**src/rtl/core/lcrd_pkg.sv**
```systemverilog
// shared constants, types and reset table for the load cell register device
// no dependencies
package lcrd_pkg;

   localparam int REG_BYTES = 256;
   localparam int ADDR_W    = $clog2(REG_BYTES);
   localparam int MAX_BURST = 64;
   localparam int NUM_SENSORS = 4;

   localparam logic [6:0] DEV_ADDR_RESET = 7'd82;

   localparam logic [1:0] OP_READ   = 2'd0;
   localparam logic [1:0] OP_WRITE  = 2'd1;
   localparam logic [1:0] OP_UPDATE = 2'd2;

   localparam logic [7:0] CAL_BASE = 8'h20;
   localparam logic [7:0] ID_ADDR0 = 8'hFE;
   localparam logic [7:0] ID_ADDR1 = 8'hFF;
   localparam logic [7:0] ID_BYTE0 = 8'h04;
   localparam logic [7:0] ID_BYTE1 = 8'h02;

   // fixed bytes written by a sensor update
   localparam logic [7:0] UPD_BYTE8   = 8'h19;
   localparam logic [7:0] UPD_BYTE9   = 8'h00;
   localparam logic [7:0] UPD_BYTE10  = 8'h69;
   localparam logic [7:0] UPD_EXT_A0  = 8'h60;
   localparam logic [7:0] UPD_EXT_A1  = 8'h61;
   localparam logic [7:0] UPD_EXT_D0  = 8'h19;
   localparam logic [7:0] UPD_EXT_D1  = 8'h01;
   localparam logic [3:0] UPD_LAST_STEP = 4'd12;

   localparam logic [7:0] CAL_BLOCK [32] = '{
      8'h01, 8'h69, 8'h00, 8'h00,
      8'h07, 8'hBC, 8'h11, 8'h8B, 8'h06, 8'hBA, 8'h46, 8'h52,
      8'h0E, 8'h6E, 8'h18, 8'h79, 8'h0D, 8'h5D, 8'h4D, 8'h4C,
      8'h15, 8'h2E, 8'h1F, 8'h71, 8'h14, 8'h07, 8'h54, 8'h51,
      8'hA9, 8'h06, 8'hB4, 8'hF0
   };

   localparam logic [15:0] CAL_POINTS [4][3] = '{
      '{16'h07BC, 16'h0E6E, 16'h152E},
      '{16'h118B, 16'h1879, 16'h1F71},
      '{16'h06BA, 16'h0D5D, 16'h1407},
      '{16'h4652, 16'h4D4C, 16'h5451}
   };

   typedef struct packed {
      logic       valid;
      logic [1:0] idx;
   } conv_tag_type;

   function automatic logic [7:0] init_byte(input logic [ADDR_W-1:0] a);
      logic [7:0] b;
      b = 8'h00;
      if (a[7:5] == CAL_BASE[7:5]) begin
         b = CAL_BLOCK[a[4:0]];
      end else if (a == ID_ADDR0) begin
         b = ID_BYTE0;
      end else if (a == ID_ADDR1) begin
         b = ID_BYTE1;
      end
      return b;
   endfunction

endpackage

```
**src/rtl/core/load_cell_register_device_core.sv**
```systemverilog
// top level: command decode, sequencer and register file of the load cell device
// depends on lcrd_pkg, lcrd_ram, lcrd_conv
//
// Transactions are taken while busy is low; busy is high from reset through a
// pass that loads the register file with its reset image, and while a
// transaction is worked on. A read burst of n bytes gives one result a cycle
// (one memory read per cycle sets that pace); a write, a rejected access or an
// empty read gives a single result; a sensor update runs four sensors through a
// three stage conversion, then thirteen byte writes through the single memory
// write port. Each result is shown for one cycle on the rsp_ ports with
// rsp_valid high; the receiver cannot stall.
module load_cell_register_device_core import lcrd_pkg::*; (
   input  logic        clock,
   input  logic        reset,
   input  logic        start,
   output logic        busy,
   input  logic [1:0]  req_op,
   input  logic [6:0]  req_bus_address,
   input  logic [7:0]  req_start_offset,
   input  logic [6:0]  req_burst_length,
   input  logic [5:0]  req_byte_index,
   input  logic [7:0]  req_write_byte,
   input  logic [7:0]  req_weight_top_right,
   input  logic [7:0]  req_weight_bottom_right,
   input  logic [7:0]  req_weight_top_left,
   input  logic [7:0]  req_weight_bottom_left,
   input  logic        csr_write_enable,
   input  logic [6:0]  csr_write_data,
   output logic        rsp_valid,
   output logic [7:0]  rsp_read_byte,
   output logic        rsp_accepted,
   output logic [6:0]  rsp_byte_count,
   output logic        rsp_last
);

   localparam logic [2:0] ST_INIT   = 3'd0;
   localparam logic [2:0] ST_IDLE   = 3'd1;
   localparam logic [2:0] ST_DECODE = 3'd2;
   localparam logic [2:0] ST_READ   = 3'd3;
   localparam logic [2:0] ST_CONV   = 3'd4;
   localparam logic [2:0] ST_UPDW   = 3'd5;

   logic [2:0]  state_ff, state_in;
   logic [7:0]  cnt_ff,   cnt_in;
   logic [6:0]  dev_addr_ff;
   logic [1:0]  op_ff;
   logic [6:0]  bus_addr_ff;
   logic [7:0]  start_ff;
   logic [6:0]  count_ff;
   logic [5:0]  index_ff;
   logic [7:0]  data_ff;
   logic [7:0]  weight_ff [NUM_SENSORS];
   logic [15:0] raw_ff    [NUM_SENSORS];

   logic               accept;
   logic               access_ok;
   logic               wr_en;
   logic [ADDR_W-1:0]  wr_addr;
   logic [7:0]         wr_data;
   logic [ADDR_W-1:0]  rd_addr;
   logic [7:0]         rd_data;
   conv_tag_type       conv_in_tag;
   conv_tag_type       conv_out_tag;
   logic [15:0]        conv_raw;
   logic [15:0]        upd_raw;

   assign busy   = (state_ff != ST_IDLE);
   assign accept = start && !busy;

   assign access_ok = (bus_addr_ff == dev_addr_ff)
                   && ((9'(start_ff) + 9'(count_ff)) <= 9'(REG_BYTES))
                   && (count_ff <= 7'(MAX_BURST));

   lcrd_ram #(
      .WIDTH (8),
      .DEPTH (REG_BYTES)
   ) u_regfile (
      .clock   (clock),
      .wr_en   (wr_en),
      .wr_addr (wr_addr),
      .wr_data (wr_data),
      .rd_addr (rd_addr),
      .rd_data (rd_data)
   );

   assign conv_in_tag.valid = (state_ff == ST_CONV) && !cnt_ff[2];
   assign conv_in_tag.idx   = cnt_ff[1:0];

   lcrd_conv u_conv (
      .clock   (clock),
      .reset   (reset),
      .in_tag  (conv_in_tag),
      .weight  (weight_ff[cnt_ff[1:0]]),
      .out_tag (conv_out_tag),
      .raw     (conv_raw)
   );

   assign rd_addr = (state_ff == ST_READ) ? start_ff + 8'(cnt_ff[5:0]) + 8'd1 : start_ff;
   assign upd_raw = raw_ff[cnt_ff[2:1]];

   // memory write source
   always_comb begin
      wr_en   = 1'b0;
      wr_addr = cnt_ff;
      wr_data = 8'h00;
      unique case (state_ff)
         ST_INIT: begin
            wr_en   = 1'b1;
            wr_data = init_byte(cnt_ff);
         end
         ST_DECODE: begin
            wr_en   = (op_ff == OP_WRITE) && access_ok && (7'(index_ff) < count_ff);
            wr_addr = start_ff + 8'(index_ff);
            wr_data = data_ff;
         end
         ST_UPDW: begin
            wr_en = 1'b1;
            case (cnt_ff[3:0])
               4'd8:    wr_data = UPD_BYTE8;
               4'd9:    wr_data = UPD_BYTE9;
               4'd10:   wr_data = UPD_BYTE10;
               4'd11: begin
                  wr_addr = UPD_EXT_A0;
                  wr_data = UPD_EXT_D0;
               end
               4'd12: begin
                  wr_addr = UPD_EXT_A1;
                  wr_data = UPD_EXT_D1;
               end
               default: wr_data = cnt_ff[0] ? upd_raw[7:0] : upd_raw[15:8];
            endcase
         end
         default: wr_en = 1'b0;
      endcase
   end

   // sequencer and result generation
   always_comb begin
      state_in       = state_ff;
      cnt_in         = cnt_ff;
      rsp_valid      = 1'b0;
      rsp_read_byte  = 8'h00;
      rsp_accepted   = 1'b0;
      rsp_byte_count = 7'd0;
      rsp_last       = 1'b0;
      unique case (state_ff)
         ST_INIT: begin
            cnt_in = cnt_ff + 8'd1;
            if (cnt_ff == 8'(REG_BYTES - 1)) begin
               state_in = ST_IDLE;
            end
         end
         ST_IDLE: begin
            cnt_in = 8'd0;
            if (accept) begin
               state_in = ST_DECODE;
            end
         end
         ST_DECODE: begin
            cnt_in = 8'd0;
            if (op_ff == OP_UPDATE) begin
               state_in = ST_CONV;
            end else if (op_ff == OP_READ && access_ok && count_ff != 7'd0) begin
               state_in = ST_READ;
            end else begin
               state_in  = ST_IDLE;
               rsp_valid = 1'b1;
               rsp_last  = 1'b1;
               if (op_ff == OP_READ && access_ok) begin
                  rsp_accepted = 1'b1;
               end else if (op_ff == OP_WRITE && access_ok
                            && (7'(index_ff) < count_ff)) begin
                  rsp_accepted   = 1'b1;
                  rsp_byte_count = count_ff;
               end
            end
         end
         ST_READ: begin
            rsp_valid      = 1'b1;
            rsp_read_byte  = rd_data;
            rsp_accepted   = 1'b1;
            rsp_byte_count = count_ff;
            rsp_last       = (7'(cnt_ff[5:0]) == count_ff - 7'd1);
            cnt_in         = cnt_ff + 8'd1;
            if (rsp_last) begin
               state_in = ST_IDLE;
            end
         end
         ST_CONV: begin
            if (!cnt_ff[2]) begin
               cnt_in = cnt_ff + 8'd1;
            end
            if (conv_out_tag.valid && conv_out_tag.idx == 2'(NUM_SENSORS - 1)) begin
               state_in = ST_UPDW;
               cnt_in   = 8'd0;
            end
         end
         ST_UPDW: begin
            cnt_in = cnt_ff + 8'd1;
            if (cnt_ff[3:0] == UPD_LAST_STEP) begin
               state_in     = ST_IDLE;
               rsp_valid    = 1'b1;
               rsp_accepted = 1'b1;
               rsp_last     = 1'b1;
            end
         end
         default: state_in = ST_IDLE;
      endcase
   end

   always_ff @(posedge clock) begin
      if (reset) begin
         state_ff    <= ST_INIT;
         cnt_ff      <= 8'd0;
         dev_addr_ff <= DEV_ADDR_RESET;
      end else begin
         state_ff <= state_in;
         cnt_ff   <= cnt_in;
         if (csr_write_enable) begin
            dev_addr_ff <= csr_write_data;
         end
      end
      if (accept) begin
         op_ff        <= req_op;
         bus_addr_ff  <= req_bus_address;
         start_ff     <= req_start_offset;
         count_ff     <= req_burst_length;
         index_ff     <= req_byte_index;
         data_ff      <= req_write_byte;
         weight_ff[0] <= req_weight_top_right;
         weight_ff[1] <= req_weight_bottom_right;
         weight_ff[2] <= req_weight_top_left;
         weight_ff[3] <= req_weight_bottom_left;
      end
      if (conv_out_tag.valid) begin
         raw_ff[conv_out_tag.idx] <= conv_raw;
      end
   end

endmodule

```
**src/rtl/core/lcrd_ram.sv**
```systemverilog
// generic single write port ram with registered read
// no dependencies
module lcrd_ram #(
   parameter int WIDTH = 8,
   parameter int DEPTH = 256
) (
   input  logic                     clock,
   input  logic                     wr_en,
   input  logic [$clog2(DEPTH)-1:0] wr_addr,
   input  logic [WIDTH-1:0]         wr_data,
   input  logic [$clog2(DEPTH)-1:0] rd_addr,
   output logic [WIDTH-1:0]         rd_data
);

   logic [WIDTH-1:0] mem_ff [DEPTH];
   logic [WIDTH-1:0] rd_data_ff;

   always_ff @(posedge clock) begin
      if (wr_en) begin
         mem_ff[wr_addr] <= wr_data;
      end
      rd_data_ff <= mem_ff[rd_addr];
   end

   assign rd_data = rd_data_ff;

endmodule

```
**src/rtl/core/lcrd_conv.sv**
```systemverilog
// three stage weight to raw conversion, two segment interpolation
// depends on lcrd_pkg
module lcrd_conv import lcrd_pkg::*; (
   input  logic         clock,
   input  logic         reset,
   input  conv_tag_type in_tag,
   input  logic [7:0]   weight,
   output conv_tag_type out_tag,
   output logic [15:0]  raw
);

   conv_tag_type tag1_ff, tag2_ff, tag3_ff;
   logic [23:0]  prod_ff,  prod_in;
   logic [15:0]  base1_ff, base1_in, base2_ff;
   logic [24:0]  y_ff;
   logic [16:0]  q0_ff;
   logic [15:0]  raw_ff,   raw_in;

   logic [7:0]  mult;
   logic [15:0] top;
   logic [15:0] diff;
   logic [24:0] y_in;
   logic [33:0] recip;
   logic [24:0] qm;
   logic [24:0] rem;
   logic [16:0] q;
   logic [17:0] sum;

   // stage 1: segment select and multiply
   always_comb begin
      if (weight[7]) begin
         mult     = 8'({weight, 1'b0} - 9'd255);
         base1_in = CAL_POINTS[in_tag.idx][1];
         top      = CAL_POINTS[in_tag.idx][2];
      end else begin
         mult     = {weight[6:0], 1'b0};
         base1_in = CAL_POINTS[in_tag.idx][0];
         top      = CAL_POINTS[in_tag.idx][1];
      end
      diff    = top - base1_in;
      prod_in = 24'(mult) * 24'(diff);
   end

   // stage 2: rounding offset and reciprocal estimate of divide by 255
   always_comb begin
      y_in  = 25'(prod_ff) + 25'd127;
      recip = 34'(y_in) + (34'(y_in) << 8);
   end

   // stage 3: one step correction, add base, saturate
   always_comb begin
      qm  = (25'(q0_ff) << 8) - 25'(q0_ff);
      rem = y_ff - qm;
      q   = (rem >= 25'd255) ? q0_ff + 17'd1 : q0_ff;
      sum = 18'(base2_ff) + 18'(q);
      raw_in = (sum > 18'h0FFFF) ? 16'hFFFF : sum[15:0];
   end

   always_ff @(posedge clock) begin
      if (reset) begin
         tag1_ff <= '0;
         tag2_ff <= '0;
         tag3_ff <= '0;
      end else begin
         tag1_ff <= in_tag;
         tag2_ff <= tag1_ff;
         tag3_ff <= tag2_ff;
      end
      prod_ff  <= prod_in;
      base1_ff <= base1_in;
      y_ff     <= y_in;
      q0_ff    <= recip[32:16];
      base2_ff <= base1_ff;
      raw_ff   <= raw_in;
   end

   assign out_tag = tag3_ff;
   assign raw     = raw_ff;

endmodule

```
**config.mk**
```make
export PLATFORM = sky130hd
export DESIGN_NAME = load_cell_register_device_core
export DESIGN_NICKNAME = d
export VERILOG_FILES = /design/src/rtl/core/lcrd_pkg.sv /design/src/rtl/core/load_cell_register_device_core.sv /design/src/rtl/core/lcrd_ram.sv /design/src/rtl/core/lcrd_conv.sv
export SDC_FILE = /design/constraint.sdc
export NUM_CORES = 2
export LEC_CHECK = 0
export BUFFER_PORTS_ARGS = -buffer_cell sky130_fd_sc_hd__buf_4
export CAP_MARGIN = 30
export CORE_MARGIN = 1.5
export CORE_UTILIZATION = 60
export DETAILED_ROUTE_END_ITERATION = 8
export GPL_TIMING_DRIVEN = 0
export HOLD_SLACK_MARGIN = 0.06
export PLACE_DENSITY_LB_ADDON = 0.3
export REMOVE_ABC_BUFFERS = 1
export SLEW_MARGIN = 20
export SYNTH_ARGS = -nofsm -noshare
export SYNTH_HDL_FRONTEND = slang
export SYNTH_SLANG_ARGS = --single-unit
```
**constraint.sdc**
```tcl
create_clock -name clock -period 18.52 [get_ports clock]
set_input_delay 3.704 -clock clock [delete_from_list [all_inputs] [get_ports clock]]
set_output_delay 3.704 -clock clock [all_outputs]
set_load 0.005 [all_outputs]
```
# ---- Word level (Yosys, flattened, before mapping)
# Memories as Yosys holds them, arrays and structs flattened. A register that Yosys moved wholly into a read port is not among the register bits.
# Cells that the tools add are included.
dict set report word_totals {
  regBits 179
  latch_bits 0
  ram_bits 2144
  mem_bits_ro 256
  in_bits 81
  out_inout_bits 19
  word_cells 150
  n_memories 4
}
dict set report classes {
  n_addsub 14
  mul 1
  div 0
  n_lt_le_gt_ge 7
  n_eq_ne 25
  n_shift 0
  mux 54
  bitwise 2
  n_reduce_logical 21
}
# name depth word_bits rd rd_ports_with_merged_regs wr line
set mem_list {}
lappend mem_list {u_regfile.mem_ff 256 8 1 1 1 lcrd_ram.sv:15} ;# logic [WIDTH-1:0] mem_ff [DEPTH];
lappend mem_list {{(no name shown)} 32 8 1 0 0 lcrd_pkg.sv:56} ;# b = CAL_BLOCK[a[4:0]];
lappend mem_list {raw_ff 4 16 1 0 1 load_cell_register_device_core.sv:53} ;# logic [15:0] raw_ff [NUM_SENSORS];
lappend mem_list {weight_ff 4 8 1 1 4 load_cell_register_device_core.sv:52} ;# logic [7:0] weight_ff [NUM_SENSORS];
# op count
set ops {}
lappend ops {{binary-select mux 48 bit (select 2 bit)} 1}
lappend ops {{two-way mux 48 bit} 2}
lappend ops {{two-way mux 8 bit} 9}
lappend ops {{case mux 8 bit (3 select lines)} 2}
lappend ops {{adder 25 x 33 -> 33 bit} 1}
lappend ops {{two-way mux 16 bit} 2}
lappend ops {{case mux 8 bit (2 select lines)} 2}
lappend ops {{case mux 8 bit (4 select lines)} 1}
lappend ops {{two-way mux 7 bit} 4}
lappend ops {{adder 24 x 7 -> 25 bit (second input constant)} 1}
lappend ops {{>= comparator 25 x 8 -> 1 bit (second input constant)} 1}
lappend ops {{subtractor 25 x 17 -> 25 bit} 1}
lappend ops {{subtractor 25 bit} 1}
lappend ops {{multiplier 8 x 16 -> 24 bit} 1}
lappend ops {{two-way mux 3 bit} 7}
lappend ops {{equality test 4 bit (second input constant)} 5}
lappend ops {{adder 16 x 17 -> 18 bit} 1}
lappend ops {{> comparator 18 x 16 -> 1 bit (second input constant)} 1}
lappend ops {{case mux 3 bit (6 select lines)} 1}
lappend ops {{adder 17 x 1 -> 17 bit (second input constant)} 1}
lappend ops {{two-way mux 17 bit} 1}
lappend ops {{adder 8 x 1 -> 8 bit (second input constant)} 2}
lappend ops {{adder 8 x 6 -> 8 bit} 2}
lappend ops {{equality test 8 bit (second input constant)} 2}
lappend ops {{37 further kinds} 72}

# ---- Longest topological paths before layout
dict set report depth {
  word_depth 11
  ltp_mapped 35
  depth_no_buf 34
}

# ---- Modules after synthesis
# A second synthesis with hierarchy kept.
dict set report hier_totals {
  hier_cells 5611
  area_unflattened_um2 98403.1
}
# module instances cells_each area_each_um2
set modules_own_cells {}
lappend modules_own_cells {lcrd_ram 1 3733 79556.3}
lappend modules_own_cells {lcrd_conv 1 1219 10771.6}
lappend modules_own_cells {load_cell_register_device_core 1 659 8075.2}

# ---- Worst setup path before layout
# OpenSTA, ideal clock, no wires.
dict set report synth_path {
  kind {register to register}
  start {register cnt_ff[1]}
  end {memory u_regfile.mem_ff[0][1] (data pin)}
  setup_time_ps 2187
  arrival_ps 12026
  required_ps 16333
  slack_ps 4307
  stages_incl_launch_ff 9
  period_less_slack_ps 14213
  path_cell_list {dfxtp_1 > clkbuf_1 > clkinv_1 > ha_1 > nor3_1 > o21ai_0 > and2_1 > nand2b_1 > o21ai_0}
}
dict set report synth_via {
  elab_chain_len 6
  word_cells_on_any_way 19
  classes_between {eq/ne: 7; mux: 8; bitwise: 1; reduce/logical: 1; memory: 2}
}
# element line
set synth_rtl {}
lappend synth_rtl {{start, declared} load_cell_register_device_core.sv:44} ;# logic [7:0] cnt_ff, cnt_in;
lappend synth_rtl {{start signal, assigned} load_cell_register_device_core.sv:218} ;# cnt_ff <= cnt_in;
lappend synth_rtl {{NOT 5 -> 6 bit (implied by the code)} lcrd_pkg.sv:56}
lappend synth_rtl {{memory read (32 x 8 bit)} n/a}
lappend synth_rtl {{two-way mux 8 bit (implied by the code) (2 in series)} lcrd_pkg.sv:56}
lappend synth_rtl {{two-way mux 8 bit} lcrd_pkg.sv:55} ;# if (a[7:5] == CAL_BASE[7:5]) begin
lappend synth_rtl {{case mux 8 bit (3 select lines) *} load_cell_register_device_core.sv:106} ;# unique case (state_ff)
lappend synth_rtl {{via u_regfile.wr_data[1]} lcrd_ram.sv:10} ;# input logic [WIDTH-1:0] wr_data,
lappend synth_rtl {{end, declared} lcrd_ram.sv:15}
# The timed path passes the listed nets; every way through them passes the cells marked *. The select of a mux whose other input is x is not followed.

==> results.toml <==
[outcome]
outcome = "finished, final reports clean"

[setup_path]
crit_top_cell = "fa_1"
slowest_delay_ns = 0.70
worstSetupEndpointType = "register"
critPathArrivalTime_ns = 9.81
critPathMaxFanout = 17
crit_slowest_cell = "xor2_1"
startpoint_type = "register"
worstSetupPathType = "register to register"
cp.required_ns = 19.29

[final_layout]
stdcell_count = 8505
area_delta_synth_final_pct = 15.0
num-nets-final = 6480
final_cell_area_sq_um = 113000
layout-drive-gt1-share_pct = 19.6

[clock_tree]
holdBufCountCts = 0
cts_root_buffer = "clkbuf_16"
cts-buffers-inserted = 219
post_cts_buffers = 0
clk_latency_ns = 0.89
numClockSinks = 2329
cts-htree-levels = 4
clk_pin_slew_ns = 0.06
cts_tree = "yes"
cts_resized = 0
cts.path.max_buffers = 3

[timing]
clock.fmax_ghz = 0.111
worstMarginPinSlew_ns = 1.13
max-slew-margin-rel_pct = 24.7
finClkSkew_ns = 0.0457
rsz0062_at_grt = "false"
period_share_pct = 48.8
hold_viol = 0
period_needed_ns = 9.04
holdWs_ns = 0.323
setup_viol = 0
slew_viol_final = 0

[grt]
grt_antenna_before_repair = 7
grt_max_degree = 66
grt_pass1_vias = 57400
grtUsageTotal_pct = 30.4
grt_remaining_overflow = 0
grt_pass1_wl_um = 374000

[yosys]
avgSynthCellArea_sq_um = 16.9
async_flop_share_pct = 0
seq_area_frac_synth_pct = 69.6
synth.distinct_cells = 83
netlist_area_sq_um = 98400
synth_cells = 5832
synth-main-ff-cell = "edfxtp_1"
synth_top_area_share_pct = 66.6
synth_top_area_cell = "edfxtp_1"
yosysWarningCount = 0
yosys_register_bits = 2329
synth_edf_count = 2182
synth_area_leaders = "edfxtp_1 (67%), mux4_2 (12%), dfxtp_1 (3.0%)"

[power]
irDropWorstVdd_mv = 0.295
p_leak_nw = 36.2
finalPower_w = 0.0142
p_per_area_nw_per_um2 = 126

[routing]
drc = 0
drt-initial-drc-count = 7928
wl_per_cell_um = 29.6
antenna_left = 0
wl_um = 252000
drt-pass1-iter-count = 6
via_count = 57000
vias_per_cell = 6.71

[floorplanning]
die_y_um = 408
dieArea_sq_um = 166000
start_util_pct = 60.5
num_rows = 148
die_w_um = 408
ioPinCount = 100
coreArea_sq_um = 163000

[hold_path]
hp-class = "register to register"
hold_start = "u_conv.base1_ff[4]"

[placement]
dp_cells = 8088
dp_hpwl_um = 155000
port-buffer-count = 99
gp_congestion = 0.873
placedInstanceArea_sq_um = 106000

[run]
maxCapViolations = 0
power breakdown:
| group | internal, W | switching [W] | total [W] |
|---|---|---|---|
| logic | 0.00162 | 0.00219 | 0.00381 |
| registers | 0.00586 | 0.0000950 | 0.00595 |
| clock network | 0.00246 | 0.00198 | 0.00445 |
| total | 0.00994 | 0.00427 | 0.0142 |
layout make-up:
type	instances	area, sq um
Sequential cell	2329	68500
Clock inverter	137	1310
Timing Repair Buffer	347	5810
Clock buffer	271	5750
Antenna cell	1	2.50
Tap cell	2175	2720
Multi-Input combinational cell	3042	28400
Fill cell	9506	49600
Inverter	203	762
worst paths after layout:
| path | to | slack, ns | cells past startpoint |
|---|---|---|---|
| worst max register to register | u_conv.prod_ff[20] | 9.48 | 29 |
| worst min-delay path | u_conv.base2_ff[4] | 0.32 | 0 |
| worst min register to register | u_conv.base2_ff[4] | 0.32 | 0 |
| worst max-delay path | u_conv.prod_ff[20] | 9.48 | 29 |
synth_stat cells, drive strengths merged (5+ instances only):
cell type	n
a221oi	5
or2	9
a21o	41
a21oi	99
nor2b	37
nand2	641
dfxtp	147
a211oi	79
a311oi	73
ha	159
inv	201
xnor2	84
mux2i	16
edfxtp	2182
mux2	7
xor2	46
o21bai	7
nand4	18
a21boi	11
nor2	403
and3	28
mux4	540
or3	6
and2	100
nand3	94
fa	98
o211ai	64
buf	96
a31oi	49
clkbuf	192
o22ai	9
a211o	6
o21a	15
o21ai	74
nor3	74
nand2b	34
nor4	15
o2111ai	5
cell families (layout without fill, tap and decap cells):
family / Yosys count / after routing / share of synthesized area (%)
adders and majority gates: 257 / 257 / 4.02
other: 2 / 33 / 0.00763
AOI/OAI and AO/OA: 579 / 579 / 4.11
and+or+nand+nor: 1481 / 1481 / 6.61
DFF: 2329 / 2329 / 69.6
buffers and inverters: 491 / 958 / 1.92
xor gates and xnor gates: 130 / 130 / 1.16
muxes: 563 / 563 / 12.6
per-stage QoR:
step                      setup slack (ns)  util [%]  TNS (ns)
after CTS                             9.45      69.5         0
after global routing                  8.84      69.5         0
final                                 9.48      69.5         0
after global placement              -53.20      62.0  -7571.38
after floorplan                     -30.76         -   -245.84
after detailed placement              9.55      65.1         0
cell usage in the layout (no fill, tap or decap), types with 17 or more instances in the layout:
cell | synthesis | final
nor2b_1 | 37 | 37
a21oi_1 | 99 | 98
xnor2_1 | 84 | 82
ha_1 | 159 | 159
o21ai_0 | 69 | 63
nand3_1 | 94 | 94
fa_1 | 98 | 98
nor3_1 | 73 | 72
clkbuf_16 | 0 | 221
dfxtp_1 | 147 | 145
and2_1 | 98 | 98
nand4_1 | 17 | 17
a311oi_1 | 72 | 72
bufinv_16 | 0 | 18
buf_16 | 0 | 144
clkbuf_1 | 192 | 47
a21o_1 | 41 | 41
xor2_1 | 46 | 46
mux4_2 | 540 | 540
conb_1 | 2 | 32
nand2_1 | 641 | 637
and3_1 | 28 | 28
nor2_1 | 403 | 401
o211ai_1 | 64 | 64
buf_4 | 1 | 162
clkinv_2 | 0 | 25
clkinv_1 | 2 | 64
a211oi_1 | 78 | 77
a31oi_1 | 49 | 49
nand2b_1 | 34 | 34
edfxtp_1 | 2182 | 2182
inv_1 | 200 | 200
sequential cells by signal (all words and copies together) (netlist names), named ones only:
signal,flops
u_conv.raw,16
u_regfile.mem_ff,2048
index_ff,6
count_ff,7
u_conv.y_ff,25
u_conv.tag2_ff,3
u_conv.base2_ff,14
weight_ff,32
bus_addr_ff,7
dev_addr_ff,7
state_ff,3
data_ff,8
u_conv.prod_ff,24
u_conv.q0_ff,17
u_conv.out_tag,3
raw_ff,64
op_ff,2
start_ff,8
cnt_ff,8
u_regfile.rd_data,8
u_conv.base1_ff,14
u_conv.tag1_ff,3
routing by layer:
layer | routed length, um | vias to the layer above | part of all wire, % | track usage (%)
met5 | 59 | - | 0.023 | 0
met4 | 10700 | 8 | 4.2 | 12.4
met3 | 27800 | 743 | 11 | 6.60
met2 | 122000 | 4166 | 48 | 48.7
met1 | 91300 | 28900 | 36 | 41.1
li1 | - | 23300 | - | -
critical path: cells and delay by family (launching register included):
kind / cells / cell delay, ns
xor gates and xnor gates: 2 / 0.86
buffers and inverters: 5 / 1.10
AOI/OAI and AO/OA: 8 / 2.02
DFF: 1 / 0.59
adders and majority gates: 7 / 2.76
and+or+nand+nor: 6 / 1.22
muxes: 1 / 0.36
Power figures use the tool's default switching activity.
